File: src/dram_bank_group_timing_update_assert.svh
// ----------------------------------------------------------------------------
// dram bank group timing update assertion macros
// checks sampled on the rising clock edge, muted while reset is high
// ----------------------------------------------------------------------------
`ifndef DRAM_BANK_GROUP_TIMING_UPDATE_ASSERT_SVH
`define DRAM_BANK_GROUP_TIMING_UPDATE_ASSERT_SVH

// same-cycle implication
`define DBGTU_ASSERT_NOW(lbl, ante, cons, msg) \
   lbl: assert property (@(posedge clock) disable iff (reset) (ante) |-> (cons)) \
      else $error(msg);

// next-cycle implication
`define DBGTU_ASSERT_NEXT(lbl, ante, cons, msg) \
   lbl: assert property (@(posedge clock) disable iff (reset) (ante) |=> (cons)) \
      else $error(msg);

`endif

File: src/dbgtu_pkg.sv
// ----------------------------------------------------------------------------
// dbgtu_pkg
// shared types, widths and command codes of the bank group timing update
// ----------------------------------------------------------------------------
`default_nettype none

package dbgtu_pkg;

   localparam int NumBanks = 4;
   localparam int BankW    = 2;
   localparam int CycW     = 48;
   localparam int RegW     = 8;
   localparam int OffW     = 10;
   localparam int ModeW    = 3;
   localparam int IdxW     = 3;

   typedef logic [BankW-1:0] bank_type;
   typedef logic [CycW-1:0]  cyc_type;
   typedef logic [RegW-1:0]  reg_type;
   typedef logic [OffW-1:0]  off_type;
   typedef logic [ModeW-1:0] mode_type;
   typedef logic [IdxW-1:0]  idx_type;
   typedef logic [1:0]       kind_type;

   // command codes
   localparam mode_type ModeAct   = 3'd0;
   localparam mode_type ModeRd    = 3'd1;
   localparam mode_type ModeRdAp  = 3'd2;
   localparam mode_type ModeWr    = 3'd3;
   localparam mode_type ModeWrAp  = 3'd4;

   // command class held during the bank sweep
   localparam kind_type KindAct = 2'd0;
   localparam kind_type KindRd  = 2'd1;
   localparam kind_type KindWr  = 2'd2;

   // register indexes
   localparam idx_type RegActGap  = 3'd0;
   localparam idx_type RegColGap  = 3'd1;
   localparam idx_type RegBurst   = 3'd2;
   localparam idx_type RegRdLat   = 3'd3;
   localparam idx_type RegRdWrGap = 3'd4;
   localparam idx_type RegWrLat   = 3'd5;
   localparam idx_type RegWrRdGap = 3'd6;

   typedef struct packed {
      logic     en;
      kind_type kind;
      bank_type idx;
   } upd_type;

endpackage

`default_nettype wire

File: src/dbgtu_satadd.sv
// ----------------------------------------------------------------------------
// dbgtu_satadd
// shared saturating adder: cycle plus a short offset, clamped at the cycle max
// ----------------------------------------------------------------------------
`default_nettype none

module dbgtu_satadd (
   input  wire dbgtu_pkg::cyc_type base,
   input  wire dbgtu_pkg::off_type offset,
   output dbgtu_pkg::cyc_type      sum
);
   import dbgtu_pkg::*;

   logic [CycW:0] wide;

   always_comb begin
      wide = {1'b0, base} + {{(CycW+1-OffW){1'b0}}, offset};
      sum  = wide[CycW] ? {CycW{1'b1}} : wide[CycW-1:0];
   end

endmodule

`default_nettype wire

File: src/dbgtu_limits.sv
// ----------------------------------------------------------------------------
// dbgtu_limits
// per-bank activate, read and write limits with running-maximum update
// ----------------------------------------------------------------------------
`default_nettype none

module dbgtu_limits (
   input  wire                     clock,
   input  wire                     reset,
   input  wire dbgtu_pkg::upd_type upd,
   input  wire dbgtu_pkg::cyc_type tgt0,
   input  wire dbgtu_pkg::cyc_type tgt1,
   output dbgtu_pkg::cyc_type      new_act,
   output dbgtu_pkg::cyc_type      new_rd,
   output dbgtu_pkg::cyc_type      new_wr
);
   import dbgtu_pkg::*;

   cyc_type act_ff [NumBanks];
   cyc_type rd_ff  [NumBanks];
   cyc_type wr_ff  [NumBanks];

   cyc_type old_act;
   cyc_type old_rd;
   cyc_type old_wr;
   logic    is_act;

   always_comb begin
      old_act = act_ff[upd.idx];
      old_rd  = rd_ff[upd.idx];
      old_wr  = wr_ff[upd.idx];
      is_act  = (upd.kind == KindAct);
      new_act = (is_act && tgt0 > old_act) ? tgt0 : old_act;
      new_rd  = (!is_act && tgt0 > old_rd) ? tgt0 : old_rd;
      new_wr  = (!is_act && tgt1 > old_wr) ? tgt1 : old_wr;
   end

   always_ff @(posedge clock) begin
      if (reset) begin
         for (int i = 0; i < NumBanks; i++) begin
            act_ff[i] <= '0;
            rd_ff[i]  <= '0;
            wr_ff[i]  <= '0;
         end
      end else if (upd.en) begin
         act_ff[upd.idx] <= new_act;
         rd_ff[upd.idx]  <= new_rd;
         wr_ff[upd.idx]  <= new_wr;
      end
   end

endmodule

`default_nettype wire

File: src/dram_bank_group_timing_update.sv
// ----------------------------------------------------------------------------
// dram_bank_group_timing_update
// the target sums are formed in StAdd0 and StAdd1 by the shared saturating adder,
// then the sweep visits one bank slot per cycle while the result beat is not
// stalled, skipping the command's own bank; each result beat is registered.
// A new command is taken only in StIdle, once the sweep of the last one has ended.
// reset: synchronous, limits cleared to zero and registers to their defaults
// ----------------------------------------------------------------------------
`default_nettype none
`include "dram_bank_group_timing_update_assert.svh"

module dram_bank_group_timing_update (
   input  wire                       clock,
   input  wire                       reset,
   input  wire                       csr_wr_en,
   input  wire dbgtu_pkg::idx_type   csr_index,
   input  wire dbgtu_pkg::reg_type   csr_wdata,
   input  wire                       req_valid,
   output logic                      req_stall,
   input  wire dbgtu_pkg::mode_type  req_mode,
   input  wire dbgtu_pkg::bank_type  req_bank,
   input  wire dbgtu_pkg::cyc_type   req_cycle,
   output logic                      rsp_valid,
   input  wire                       rsp_stall,
   output dbgtu_pkg::bank_type       rsp_target_bank,
   output dbgtu_pkg::cyc_type        rsp_next_activate,
   output dbgtu_pkg::cyc_type        rsp_next_read,
   output dbgtu_pkg::cyc_type        rsp_next_write,
   output logic                      rsp_last
);
   import dbgtu_pkg::*;

   localparam logic [1:0] StIdle = 2'd0;
   localparam logic [1:0] StAdd0 = 2'd1;
   localparam logic [1:0] StAdd1 = 2'd2;
   localparam logic [1:0] StBank = 2'd3;

   // configuration
   reg_type act_gap_ff, col_gap_ff, burst_ff, rd_lat_ff, rd_wr_gap_ff, wr_lat_ff, wr_rd_gap_ff;

   always_ff @(posedge clock) begin
      if (reset) begin
         act_gap_ff   <= 8'd6;
         col_gap_ff   <= 8'd6;
         burst_ff     <= 8'd4;
         rd_lat_ff    <= 8'd16;
         rd_wr_gap_ff <= 8'd2;
         wr_lat_ff    <= 8'd12;
         wr_rd_gap_ff <= 8'd9;
      end else if (csr_wr_en) begin
         unique case (csr_index)
            RegActGap:  act_gap_ff   <= csr_wdata;
            RegColGap:  col_gap_ff   <= csr_wdata;
            RegBurst:   burst_ff     <= csr_wdata;
            RegRdLat:   rd_lat_ff    <= csr_wdata;
            RegRdWrGap: rd_wr_gap_ff <= csr_wdata;
            RegWrLat:   wr_lat_ff    <= csr_wdata;
            RegWrRdGap: wr_rd_gap_ff <= csr_wdata;
            default: ;
         endcase
      end
   end

   // offsets from the configuration
   reg_type col_off;
   off_type rd_sum;
   off_type rw_off;
   off_type wr_sum;

   always_comb begin
      col_off = (col_gap_ff > burst_ff) ? col_gap_ff : burst_ff;
      rd_sum  = {2'b00, rd_lat_ff} + {2'b00, burst_ff} + {2'b00, rd_wr_gap_ff};
      rw_off  = (rd_sum > {2'b00, wr_lat_ff}) ? rd_sum - {2'b00, wr_lat_ff} : '0;
      wr_sum  = {2'b00, wr_lat_ff} + {2'b00, burst_ff} + {2'b00, wr_rd_gap_ff};
   end

   // sequencer state
   logic [1:0] state_ff, state_in;
   bank_type   bank_ff, bank_in;
   bank_type   idx_ff, idx_in;
   kind_type   kind_ff, kind_in;
   cyc_type    cycle_ff, cycle_in;
   off_type    off0_ff, off0_in;
   off_type    off1_ff, off1_in;
   cyc_type    tgt0_ff, tgt0_in;
   cyc_type    tgt1_ff, tgt1_in;

   logic       req_take;
   logic       cmd_ok;
   kind_type   cmd_kind;
   off_type    cmd_off0;
   off_type    cmd_off1;
   bank_type   last_idx;
   logic       out_free;
   logic       out_load;
   cyc_type    add_sum;
   upd_type    upd;
   cyc_type    new_act, new_rd, new_wr;

   assign req_stall = (state_ff != StIdle);
   assign req_take  = req_valid && !req_stall;

   always_comb begin
      cmd_ok   = (NumBanks > 1) && (int'(req_bank) < NumBanks);
      cmd_kind = KindAct;
      cmd_off0 = {2'b00, act_gap_ff};
      cmd_off1 = '0;
      unique case (req_mode)
         ModeAct: begin
            cmd_kind = KindAct;
            cmd_off0 = {2'b00, act_gap_ff};
         end
         ModeRd, ModeRdAp: begin
            cmd_kind = KindRd;
            cmd_off0 = {2'b00, col_off};
            cmd_off1 = rw_off;
         end
         ModeWr, ModeWrAp: begin
            cmd_kind = KindWr;
            cmd_off0 = wr_sum;
            cmd_off1 = {2'b00, col_off};
         end
         default: begin
            cmd_ok = 1'b0;
         end
      endcase
   end

   dbgtu_satadd u_satadd (
      .base   (cycle_ff),
      .offset ((state_ff == StAdd1) ? off1_ff : off0_ff),
      .sum    (add_sum)
   );

   assign last_idx = (int'(bank_ff) == NumBanks - 1) ? BankW'(NumBanks - 2)
                                                     : BankW'(NumBanks - 1);
   assign out_free = !rsp_valid || !rsp_stall;
   assign out_load = (state_ff == StBank) && (idx_ff != bank_ff) && out_free;

   always_comb begin
      upd.en   = out_load;
      upd.kind = kind_ff;
      upd.idx  = idx_ff;
   end

   dbgtu_limits u_limits (
      .clock   (clock),
      .reset   (reset),
      .upd     (upd),
      .tgt0    (tgt0_ff),
      .tgt1    (tgt1_ff),
      .new_act (new_act),
      .new_rd  (new_rd),
      .new_wr  (new_wr)
   );

   always_comb begin
      state_in = state_ff;
      bank_in  = bank_ff;
      idx_in   = idx_ff;
      kind_in  = kind_ff;
      cycle_in = cycle_ff;
      off0_in  = off0_ff;
      off1_in  = off1_ff;
      tgt0_in  = tgt0_ff;
      tgt1_in  = tgt1_ff;
      unique case (state_ff)
         StIdle: begin
            if (req_take && cmd_ok) begin
               state_in = StAdd0;
               bank_in  = req_bank;
               kind_in  = cmd_kind;
               cycle_in = req_cycle;
               off0_in  = cmd_off0;
               off1_in  = cmd_off1;
            end
         end
         StAdd0: begin
            tgt0_in  = add_sum;
            state_in = StAdd1;
         end
         StAdd1: begin
            tgt1_in  = add_sum;
            idx_in   = '0;
            state_in = StBank;
         end
         StBank: begin
            if (idx_ff == bank_ff) begin
               idx_in = idx_ff + 1'b1;
            end else if (out_free) begin
               if (idx_ff == last_idx) begin
                  state_in = StIdle;
               end else begin
                  idx_in = idx_ff + 1'b1;
               end
            end
         end
         default: state_in = StIdle;
      endcase
   end

   always_ff @(posedge clock) begin
      if (reset) begin
         state_ff <= StIdle;
      end else begin
         state_ff <= state_in;
      end
   end

   always_ff @(posedge clock) begin
      bank_ff  <= bank_in;
      idx_ff   <= idx_in;
      kind_ff  <= kind_in;
      cycle_ff <= cycle_in;
      off0_ff  <= off0_in;
      off1_ff  <= off1_in;
      tgt0_ff  <= tgt0_in;
      tgt1_ff  <= tgt1_in;
   end

   // result beat register
   logic    rsp_valid_ff, rsp_valid_in;
   bank_type rsp_bank_ff;
   cyc_type rsp_act_ff, rsp_rd_ff, rsp_wr_ff;
   logic    rsp_last_ff;

   assign rsp_valid_in = out_load || (rsp_valid_ff && rsp_stall);

   always_ff @(posedge clock) begin
      if (reset) begin
         rsp_valid_ff <= 1'b0;
      end else begin
         rsp_valid_ff <= rsp_valid_in;
      end
   end

   always_ff @(posedge clock) begin
      if (out_load) begin
         rsp_bank_ff <= idx_ff;
         rsp_act_ff  <= new_act;
         rsp_rd_ff   <= new_rd;
         rsp_wr_ff   <= new_wr;
         rsp_last_ff <= (idx_ff == last_idx);
      end
   end

   assign rsp_valid         = rsp_valid_ff;
   assign rsp_target_bank   = rsp_bank_ff;
   assign rsp_next_activate = rsp_act_ff;
   assign rsp_next_read     = rsp_rd_ff;
   assign rsp_next_write    = rsp_wr_ff;
   assign rsp_last          = rsp_last_ff;

   `DBGTU_ASSERT_NOW(a_load_in_sweep, out_load, state_ff == StBank && idx_ff != bank_ff,
      "result beat loaded outside the bank sweep")
   `DBGTU_ASSERT_NEXT(a_last_ends_sweep, out_load && idx_ff == last_idx, state_ff == StIdle,
      "sweep did not end after its last beat")
   `DBGTU_ASSERT_NEXT(a_cmd_starts_sums, req_take && cmd_ok, state_ff == StAdd0 && req_stall,
      "accepted command did not start the target sums")

endmodule

`default_nettype wire
File: config.mk
export PLATFORM = sky130hd
export DESIGN_NAME = dram_bank_group_timing_update
export DESIGN_NICKNAME = d
export VERILOG_FILES = /design/src/dbgtu_pkg.sv /design/src/dbgtu_satadd.sv /design/src/dbgtu_limits.sv /design/src/dram_bank_group_timing_update.sv
export VERILOG_INCLUDE_DIRS = /design/src /design/src/src
export SDC_FILE = /design/constraint.sdc
export NUM_CORES = 2
export LEC_CHECK = 0
export BUFFER_PORTS_ARGS = -buffer_cell sky130_fd_sc_hd__buf_2
export CAP_MARGIN = 0
export CORE_ASPECT_RATIO = 0.7
export CORE_MARGIN = 1
export CORE_UTILIZATION = 30
export CTS_BUF_LIST = sky130_fd_sc_hd__clkbuf_4 sky130_fd_sc_hd__clkbuf_8
export DETAILED_ROUTE_END_ITERATION = 12
export PLACE_DENSITY_LB_ADDON = 0.2
export SETUP_SLACK_MARGIN = 0.15
export SLEW_MARGIN = 40
export SYNTH_ARGS = -nofsm -noshare
export SYNTH_HDL_FRONTEND = slang
export SYNTH_SLANG_ARGS = --single-unit
File: constraint.sdc
create_clock -name clock -period 27.7 [get_ports clock]
set_input_delay 2.77 -clock clock [delete_from_list [all_inputs] [get_ports clock]]
set_output_delay 2.77 -clock clock [all_outputs]
set_load 0.05 [all_outputs]
---- Word-level counts from Yosys, hierarchy flattened ----
Memory sizes are Yosys's and may differ from the RTL's. A register that Yosys moved wholly into a read port is not among the register bits.
Cells that the tools add are included.
storage, ports and cells
  flip-flop bits (word level) ............. 376
  bits in writable memories ............... 576
  input port bits ......................... 69
  output and inout bits ................... 149
  logic and storage cells ................. 134
  memories kept ........................... 3
cells by class
  add/sub/neg operators ................... 7
  order comparisons ....................... 5
  equal/unequal tests ..................... 23
  muxes and demuxes ....................... 38
  reduce and logical (&&, ||, !) cells .... 36
memory list
  memory           depth  width  read ports  clocked after memory_dff  write ports  RTL line            RTL
  u_limits.act_ff  4      48     1           1                         4            dbgtu_limits.sv:19  cyc_type act_ff [NumBanks];
  u_limits.rd_ff   4      48     1           1                         4            dbgtu_limits.sv:20  cyc_type rd_ff [NumBanks];
  u_limits.wr_ff   4      48     1           1                         4            dbgtu_limits.sv:21  cyc_type wr_ff [NumBanks];
operators with widths
  cell                  count
  $mux W48              7
  $gt A48 B48 Y1        3
  $reduce_or A48 Y1     3
  $add A48 B10 Y49      1
  $pmux W10 S2          2
  $mux W2               13
  $add A9 B8 Y10        2
  $mux W10              2
  $add A8 B8 Y9         2
  $reduce_and A2 Y1     8
  $eq A3 B2 Y1 const B  4
  $eq A3 B3 Y1 const B  4
  $gt A10 B8 Y1         1
  $mux W1               10
  $sub A10 B8 Y10       1
  $gt A8 B8 Y1          1
  $logic_and A1 B1 Y1   8
  $mux W8               1
  $pmux W2 S2           2
  $pmux W2 S4           1
  $eq A3 B1 Y1 const B  2
  $logic_not A3 Y1      2
  $ne A2 B2 Y1 const B  3
  $reduce_or A5 Y1      1
  15 further kinds      25

---- Depth between registers and ports, before layout ----
  word-level depth ........................ 8
  gate-level depth with buffers ........... 17
  depth with buffers taken out ............ 17

---- Modules after synthesis ----
Synthesis repeated with hierarchy kept, for this count alone.
unflattened totals
  cell total of the unflattened synthesis .. 4281
  area total of the unflattened synthesis .. 50723.6 um^2
by module, submodules not included
  module                         instances  cells an instance  area each (um^2)  sequential area each (um^2)
  dbgtu_limits                   1          3184               35202.5           17296.6
  dram_bank_group_timing_update  1          836                13765.7           10700.3
  dbgtu_satadd                   1          261                1755.4            0.0

---- Worst setup path before layout ----
OpenSTA, ideal clock, no wires.
  path type ............................... input-to-reg
  start ................................... input rsp_stall
  end ..................................... memory u_limits.act_ff[0][0] (netlist name), enable pin
  library setup time ...................... 0.514 ns
  arrival time ............................ 14.943 ns
  data required time ...................... 27.186 ns
  path slack .............................. 12.243 ns
  stages .................................. 6
  buffers on the path ..................... 2
  cell sequence ........................... a21oi_1 nand2b_1 nor3_2 buf_2 buf_1 or2_1
RTL lines
  what             RTL line                             RTL
  start, declared  dram_bank_group_timing_update.sv:24  input wire rsp_stall,
  end, declared    dbgtu_limits.sv:19

==> results_dict.tcl <==
set metrics [dict create \
    critical_path.most_common_cell "buf_4" \
    grt_use_total_pct 18.2 \
    timing.critical_path.slowest_cell_delay_ns 0.84 \
    post_detail_place_hpwl_mm 98.8 \
    synthesis.nets 4552 \
    placement.io_buffers 217 \
    rsz_0062_raised_after_global_routing "false" \
    grt_remaining_overflow 0 \
    layout.cell_area.non_filler_sq_um 55900 \
    io_pins 218 \
    power.switching_w 0.00213 \
    initial_core_util_pct 30.3 \
    route.detailed.wl_per_inst_um 22.6 \
    drt_pre_antenna_iters 5 \
    fin_skew_ns 0.0510 \
    power_frac_seq_pct 37.8 \
    numCtsBuffers 164 \
    share_of_power_burned_in_the_clock_network_pct 25.2 \
    synthToLayoutAreaGrowth_pct 12.8 \
    place_area_sq_um 52600 \
    largest_net_degree_at_the_start_of_global_routing 186 \
    final_critical_path_share_of_the_clock_period_pct 24.5 \
    cp-end-kind "flip-flop" \
    ctsHtreeMaxLevel 4 \
    cts.repair.resized 0 \
    syn-cell-area_sq_um 49600 \
    finalCriticalPeriod_ns 6.79 \
    routability_congestion 0.803 \
    worst_hold_path_type "flip-flop to flip-flop" \
    die_x_um 488 \
    ant_nets 0 \
    die-height_um 342 \
    fin_total_pwr_w 0.00519 \
    syn-instance-count 4274 \
    drc_errors 0 \
    cts.root.buffer_cell "clkbuf_8" \
    relSlewSlack_pct 42.4 \
    n_fill_cell 16227 \
    post_drt_via_cell_ratio 5.11 \
    cp_max_fo 74 \
    syn-mean-instance-area_sq_um 11.6 \
    vias_in_the_first_global_route 32971 \
    clock_insertion_delay_worst_skew_ns 0.92 \
    post_synthesis_share_of_cell_area_spent_on_full_adders_half_adders_and_majority_gates_pct 5.58 \
    switch_share_pct 41.1 \
    finish.utilization_pct 34.2 \
    drv.max_cap_violation_count 0 \
    setup.worst_path.start_class "flip-flop" \
    grt_pass1_wl_mm 225 \
    p_int_w 0.00306 \
    slew_at_the_pin_with_the_worst_max_slew_slack_ns 0.863 \
    postCtsSetupBuffers 0 \
    outcome "finished clean" \
    number_of_synthesized_flops_with_an_enable_pin 893 \
    finalMaxSlewViolations 0 \
    peakVddDrop_mv 0.0824 \
    dr_total_vias 34474 \
    final.setup.tns_ns 0 \
    synth-xor-area-share_pct 0.971 \
    largest_family_of_logic_cells_by_synthesized_area "simple AND/OR/NAND/NOR gates" \
    comb_power_share_pct 37.0 \
    layout_top_registers "u_limits.act_ff x192, u_limits.rd_ff x192, u_limits.wr_ff x192" \
    ys.flop_type "edfxtp_1" \
    wl_mm 152 \
    synth_sequential_area_ratio_pct 56.5 \
    grt_antenna_before_repair 11 \
    hold_vio_cnt_final 0 \
    cts.reportedPaths.clkPinSlew_ns 0.06 \
    finish.net_count 4686 \
    cp_data_arrival_time_ns 7.42 \
    synth-compound-area-share_pct 9.11 \
    fmax_mhz 147 \
    worstPathCellList "buf_4 > mux4_2 > inv_1 > ha_1 > nand4_1 > nor4_1 > nand3_1 > o21a_1 > o31ai_4 > buf_4 > buf_4 > mux2_1" \
    die_area_sq_um 167000 \
    tritoncts "built" \
    synth.ff_latch_count 954 \
    final-setup-viol-count 0 \
    post_synth_mux_area_share_pct 10.3 \
    placement_rows 124 \
    required_ns 28.33 \
    core_area_sq_um 164000 \
    synth_async_sr_flop_share_pct 0 \
    critical-path-slowest-cell "dfxtp_4" \
    distinct_cells_synth 68 \
    critPathTopFamily "buffers and inverters" \
    worstPathBufferInverterCount 4 \
    ratio_of_cells_with_drive_above_1_in_the_final_layout_pct 15.8 \
    synth.yosys.warnings 0 \
    cts.sinks 954 \
    clk_path_buf_depth 3 \
    worstSetupPathType "flip-flop to flip-flop" \
    synthSimpleGateAreaFrac_pct 13.1 \
    cellLeakagePower_nw 18.7 \
    power-per-cell-area_nw_per_um2 92.8 \
    cts.hold.buffers_added 0 \
    initialDrtViolationCount 3087 \
]
==> cells by family (layout without fill, tap and decap cells) <==
kind of cell,after synthesis,count (layout)
simple gates,1419,1419
flops,954,954
compound gates,842,842
buf+inv,484,742
mux,311,311
fa+ha+maj,209,209
xor+xnor,55,55
other cells,0,7
==> power by group through the flow <==
stage | Clock, W | Combinational, W | Sequential, W
floorplan | 0 | 0.00134 | 0.00197
global placement | 0 | 0.00190 | 0.00201
CTS | 0.00135 | 0.00194 | 0.00197
finish | 0.00131 | 0.00192 | 0.00196
global route | 0.00140 | 0.00211 | 0.00198
detailed placement | 0 | 0.00193 | 0.00199
==> worst reg2reg max path, cell delays in order, from the launching register on <==
cell and delay [ns]:
dfxtp_4 0.84, buf_4 0.82, mux4_2 0.53, inv_1 0.07, ha_1 0.27, nand4_1 0.31, nor4_1 0.82, nand3_1 0.55
o21a_1 0.44, o31ai_4 0.09, buf_4 0.55, buf_4 0.77, mux2_1 0.47
==> worst paths after layout <==
path / start / cells past startpoint / slack, ns / endpoint
worst max-delay path: flip-flop / 12 / 20.91 / rsp_next_activate[7]$_DFFE_PP_
worst min-delay path: act_gap_ff[5]$_SDFFE_PP0P_ / 2 / 0.46 / act_gap_ff[5]$_SDFFE_PP0P_
worst max register to register: flip-flop / 12 / 20.91 / rsp_next_activate[7]$_DFFE_PP_
worst min register to register: act_gap_ff[5]$_SDFFE_PP0P_ / 2 / 0.46 / act_gap_ff[5]$_SDFFE_PP0P_
==> through the flow <==
| stage | hold WS (ns) | cells | worst slack [ns] |
|---|---|---|---|
| 2_1_floorplan | 0.421 | 4274 | 12.24 |
| 3_5_place_dp | 0.449 | 6444 | 20.39 |
| 4_1_cts | 0.459 | 6734 | 20.51 |
| 6_report | 0.456 | 6744 | 20.91 |
| 5_1_grt | 0.488 | 6738 | 20.50 |
| 3_3_place_gp | 0.444 | 6440 | 20.21 |
==> metal layers <==
| layer | track usage [%] | vias to the layer above | wire length (um) |
|---|---|---|---|
| met5 | 0 | - | 0 |
| met4 | 4.44 | 0 | 2620 |
| met3 | 3.31 | 185 | 9750 |
| met2 | 27.6 | 1133 | 68000 |
| met1 | 26.7 | 16880 | 72000 |
| li1 | - | 16276 | - |
==> cell usage after synthesis (all sizes together) (9+ instances only) <==
master / instances / area share [%]
o22ai: 9 / 0.11
dfxtp: 61 / 2.5
xnor2: 18 / 0.32
nand3: 617 / 6.2
mux2i: 10 / 0.20
fa: 20 / 0.81
a21o: 13 / 0.20
xor2: 37 / 0.65
edfxtp: 893 / 54
ha: 189 / 4.8
nand2: 599 / 4.5
nand4: 49 / 0.62
clkbuf: 164 / 1.2
o21ai: 619 / 6.2
a21oi: 129 / 1.3
mux4: 144 / 6.5
nor4: 10 / 0.17
nand2b: 18 / 0.23
nor3: 9 / 0.10
buf: 141 / 1.8
inv: 178 / 1.3
o21a: 11 / 0.17
nor2b: 16 / 0.20
mux2: 157 / 3.6
nand3b: 9 / 0.14
nor2: 56 / 0.42
a22oi: 9 / 0.14
and3: 19 / 0.24
==> final cells by class <==
type | count | area (sq um) | share of cell area, %
flip-flops and latches | 954 | 28000 | 50.2
multi-input cells | 2836 | 19500 | 34.9
clock inverters | 75 | 499 | 0.893
clock buffers | 215 | 2660 | 4.76
diodes | 7 | 17.5 | 0.0313
repair buffers | 273 | 1750 | 3.14
inverters | 179 | 672 | 1.20
well taps | 2205 | 2760 | 4.93
==> cell usage in the layout (no fill, tap or decap), types with 6 or more instances in the layout <==
cell | netlist | routed
o22ai_1 | 9 | 9
o21ai_0 | 39 | 39
nor2b_1 | 16 | 15
buf_2 | 40 | 217
o21a_1 | 11 | 11
mux4_2 | 144 | 144
diode_2 | 0 | 7
clkbuf_8 | 0 | 167
nand4_1 | 49 | 49
ha_1 | 189 | 187
clkinv_2 | 0 | 25
xnor2_1 | 18 | 18
edfxtp_1 | 893 | 893
xor2_1 | 37 | 37
clkinvlp_4 | 0 | 6
mux2i_1 | 10 | 10
buf_12 | 0 | 10
dfxtp_1 | 61 | 59
o21ai_1 | 580 | 579
a22oi_1 | 9 | 9
nand2_1 | 599 | 599
clkbuf_4 | 0 | 48
nand2b_1 | 18 | 18
a21oi_1 | 129 | 128
and3_1 | 19 | 18
fa_1 | 20 | 20
nand3_1 | 616 | 616
nor4_1 | 8 | 8
nand3b_1 | 9 | 9
buf_4 | 36 | 22
nor3_1 | 8 | 7
mux2_2 | 12 | 12
clkinv_1 | 1 | 34
a21o_1 | 13 | 13
nor2_1 | 56 | 53
buf_6 | 21 | 22
inv_1 | 177 | 177
mux2_1 | 145 | 145
(Power assumes the default switching activity.)
